**src/design/biu_pkg.sv**
```systemverilog
// Shared types, constants and color helpers for the bilinear upscaler.
package biu_pkg;

  localparam int MaxSrcWidth  = 64;
  localparam int MaxSrcHeight = 64;
  localparam int MaxRun       = 64;
  localparam int ColW         = $clog2(MaxSrcWidth);
  localparam int RowW         = $clog2(MaxSrcHeight);
  localparam int AddrW        = ColW + RowW;

  typedef enum logic [2:0] {
    CfgSrcWidth   = 3'd0,
    CfgSrcHeight  = 3'd1,
    CfgDstWidth   = 3'd2,
    CfgDstHeight  = 3'd3,
    CfgXScale     = 3'd4,
    CfgYScale     = 3'd5,
    CfgTransColor = 3'd6
  } cfg_idx_e;

  typedef enum logic [3:0] {
    StIdle,
    StRowMul,
    StColMul,
    StRd11,
    StRd12,
    StRd21,
    StRd22,
    StMixH,
    StMixV,
    StOut,
    StErr
  } state_e;

  typedef struct packed {
    logic [7:0] r;
    logic [7:0] g;
    logic [7:0] b;
  } rgb_t;

  function automatic rgb_t unpack565(input logic [15:0] p);
    rgb_t c;
    c.r = {p[15:11], 3'b000};
    c.g = {p[10:5], 2'b00};
    c.b = {p[4:0], 3'b000};
    return c;
  endfunction

  function automatic logic [15:0] pack565(input rgb_t c);
    return {c.r[7:3], c.g[7:2], c.b[7:3]};
  endfunction

endpackage

```
**src/design/biu_mixer.sv**
```systemverilog
// Shared channel blend unit: one RGB pair with one 16-bit fraction per use; on hold it picks the nearer input.
module biu_mixer (
  input  biu_pkg::rgb_t        a_i,
  input  biu_pkg::rgb_t        b_i,
  input  logic          [15:0] f_i,
  input  logic                 hold_i,
  output biu_pkg::rgb_t        o_o
);
  import biu_pkg::*;

  function automatic logic [7:0] mix(input logic [7:0] a, input logic [7:0] b,
                                     input logic [15:0] f);
    logic [16:0] nf;
    logic [25:0] v;
    nf = 17'h10000 - {1'b0, f};
    v  = ({18'd0, a} * {9'd0, nf}) + ({18'd0, b} * {10'd0, f});
    return (v[25:16] > 10'd255) ? 8'hFF : v[23:16];
  endfunction

  always_comb begin
    if (hold_i) begin
      o_o = f_i[15] ? b_i : a_i;
    end else begin
      o_o.r = mix(a_i.r, b_i.r, f_i);
      o_o.g = mix(a_i.g, b_i.g, f_i);
      o_o.b = mix(a_i.b, b_i.b, f_i);
    end
  end

endmodule
```
**config.mk**
```make
export PLATFORM = sky130hd
export DESIGN_NAME = biu_mixer
export DESIGN_NICKNAME = d
export VERILOG_FILES = /design/src/design/biu_pkg.sv /design/src/design/biu_mixer.sv
export SDC_FILE = /design/constraint.sdc
export NUM_CORES = 2
export LEC_CHECK = 0
export BUFFER_PORTS_ARGS = -buffer_cell sky130_fd_sc_hd__buf_4
export CAP_MARGIN = 20
export CELL_PAD_IN_SITES_DETAIL_PLACEMENT = 0
export CELL_PAD_IN_SITES_GLOBAL_PLACEMENT = 2
export CORE_UTILIZATION = 45
export DETAILED_ROUTE_END_ITERATION = 6
export PLACE_DENSITY_LB_ADDON = 0.2
export SYNTH_ARGS = -nofsm -noshare
export SYNTH_HDL_FRONTEND = slang
export SYNTH_SLANG_ARGS = --single-unit
```
**constraint.sdc**
```tcl
create_clock -name vclk -period 26
set_input_delay 2.6 -clock vclk [all_inputs]
set_output_delay 2.6 -clock vclk [all_outputs]
set_load 0.1 [all_outputs]
```
==> flow_metrics.py <==
metrics = {
    "cells_and_area": {
        "design.seq.count": 0,
        "fin_area_um2": 26400,
        "num-nets-final": 3772,
        "final_cell_mix": "inv_1, fa_1, nand2_1",
        "drive_gt1_share_pct": 4.71,
        "final_common_cell": "inv_1",
        "clock_buffers": 0,
        "area_growth_pct": 5.12,
        "layout.area.seq_um2": 0,
    },
    "timing": {
        "finalCriticalPeriod_ns": 13.81,
        "worst_slew_pin_slew_ns": 1.11,
        "grt_setup_unrepaired": "false",
        "clock.fmax_mhz": 72.4,
        "fin_ws_ns": 12.19,
        "finalSetupTns_ns": 0,
        "relSlewSlack_pct": 26.0,
        "finalSetupViolations": 0,
        "slew_violations": 0,
        "period_share_pct": 53.1,
        "hold_violations": 0,
    },
    "placement": {
        "placed_area_um2": 26400,
        "dpl_worst_slack_ns": 12.25,
        "place_congestion": 0.839,
        "dp_hpwl_um": 51100,
        "port_buffers": 89,
    },
    "clock_network": {
        "cts_setup_buffers": 0,
        "hold_buffers": 0,
        "post_cts_resized": 0,
    },
    "logic_synthesis": {
        "synth_xor_area_share_pct": 1.12,
        "synth-adder-area-share_pct": 62.2,
        "ys.warnings.count": 0,
        "synth_compound_area_share_pct": 4.29,
        "synth-simple-area-share_pct": 18.6,
        "synthCells": 2891,
        "synthMuxAreaShare_pct": 0.209,
        "synth_cell_types": 63,
        "synth_area_leaders": "fa_1, inv_1, ha_1, and2_1, nand2_1",
        "synth_top_area_share_pct": 51.4,
        "synth_top_area_cell": "fa_1",
        "syn_area_um2": 25100,
        "synth_top_family_by_area": "adder cells",
        "ys_seq_area_share_pct": 0,
        "syn_nets": 3818,
        "synth.avg_cell_area_um2": 8.69,
    },
    "die": {
        "start_util_pct": 45.6,
        "row_count": 86,
        "die_h_um": 238,
        "pin_count": 89,
        "die-area_um2": 56800,
        "die_w_um": 238,
        "core-area_um2": 55100,
    },
    "global_routing": {
        "grt_pass1_wl_um": 110000,
        "grt_overflow_total": 0,
        "antenna_found_initial": 1,
        "track_usage_pct": 24.5,
        "grt_max_degree": 50,
        "grt_pass1_vias": 20500,
    },
    "worst_hold_path": {
        "hp-class": "in2out",
    },
    "route": {
        "antenna_left": 0,
        "totalWireLength_um": 64600,
        "vias_per_cell": 5.11,
        "first_pass_iters": 5,
        "wl_per_cell_um": 18.0,
        "vias": 18300,
        "drc": 0,
        "first_iter_violations": 859,
    },
    "worst_setup_path": {
        "cp-end-kind": "primary output",
        "critical_path.slowest_cell": "a2111oi_1",
        "start_kind": "primary input",
        "cp.arrival_ns": 11.21,
        "max_stage_delay_ns": 1.00,
        "critical_path_buf_inv_count": 6,
        "criticalPathCategory": "in2out",
        "critPathTopFamily": "adder cells",
        "critical_path_required_ns": 23.40,
        "crit_top_cell": "fa_1",
        "cp_max_fo": 26,
    },
    "outcome": {
        "status": "complete, no violations",
    },
    "flow_run": {
        "cap_viol_max_count": 0,
    },
}
-- synth_stat cells, types with 2 or more instances --
cell        n
or3_1       2
buf_1       8
nand3_1    11
or2_2       5
o21a_1      5
xnor2_1    23
fa_1      645
clkbuf_1  140
and2_1    398
mux2_2      2
a211o_1     2
or4_1       2
a221oi_1    3
a211oi_1    2
o21ai_0    22
nor4_1      9
nand2_1   420
nor2b_1     3
o21ba_2     2
xor2_1      9
nand3b_1    2
a21o_1     13
inv_1     755
mux2i_1     3
nor3_1     14
a31oi_1     6
and3_1      3
nor2_1     35
o211ai_1    5
a22oi_1    10
nand2b_1    5
a32oi_1    15
nand4_1    12
a21boi_0    3
a21oi_1    50
and4_1      3
a221oi_2    2
ha_1      217
-- stage by stage --
stage	hold WS, ns	utilization, %	std cells
6_report	5.80	47.9	3592
4_1_cts	5.80	47.9	3591
5_1_grt	5.83	47.9	3591
3_5_place_dp	5.80	47.9	3591
2_1_floorplan	5.83	-	2891
3_3_place_gp	5.80	47.9	3591
-- cell families (layout without fill, tap and decap cells) --
| logic type | count (synthesis) | in the layout |
|---|---|---|
| and+or+nand+nor | 930 | 930 |
| AOI/OAI and AO/OA | 156 | 156 |
| other | 0 | 1 |
| buffers and inverters | 906 | 858 |
| muxes | 5 | 5 |
| adders and majority gates | 862 | 862 |
| xor gates and xnor gates | 32 | 32 |
-- cell type report --
class	instances	area (um^2)
diodes	1	2.50
multi-input cells	1985	21900
inverters	756	2840
fillers	5558	28700
well taps	748	936
repair buffers	102	766
-- metal layers --
layer / share of wire, % / GRT usage (%)
met5: 0 / 0
met4: 1.1 / 2.23
met3: 3.9 / 1.61
met2: 50 / 42.8
met1: 45 / 34.7
-- path summary, 6_finish.rpt --
path	startpoint	end	slack (ns)	depth (start not counted)
hold / removal	a_i[5]	o_o[5]	5.80	4
setup / recovery	f_i[5]	o_o[15]	12.19	26
Power is left out: the tool's default activity adds up to more than one toggle a clock period on the data nets, which glitch-free logic cannot reach.
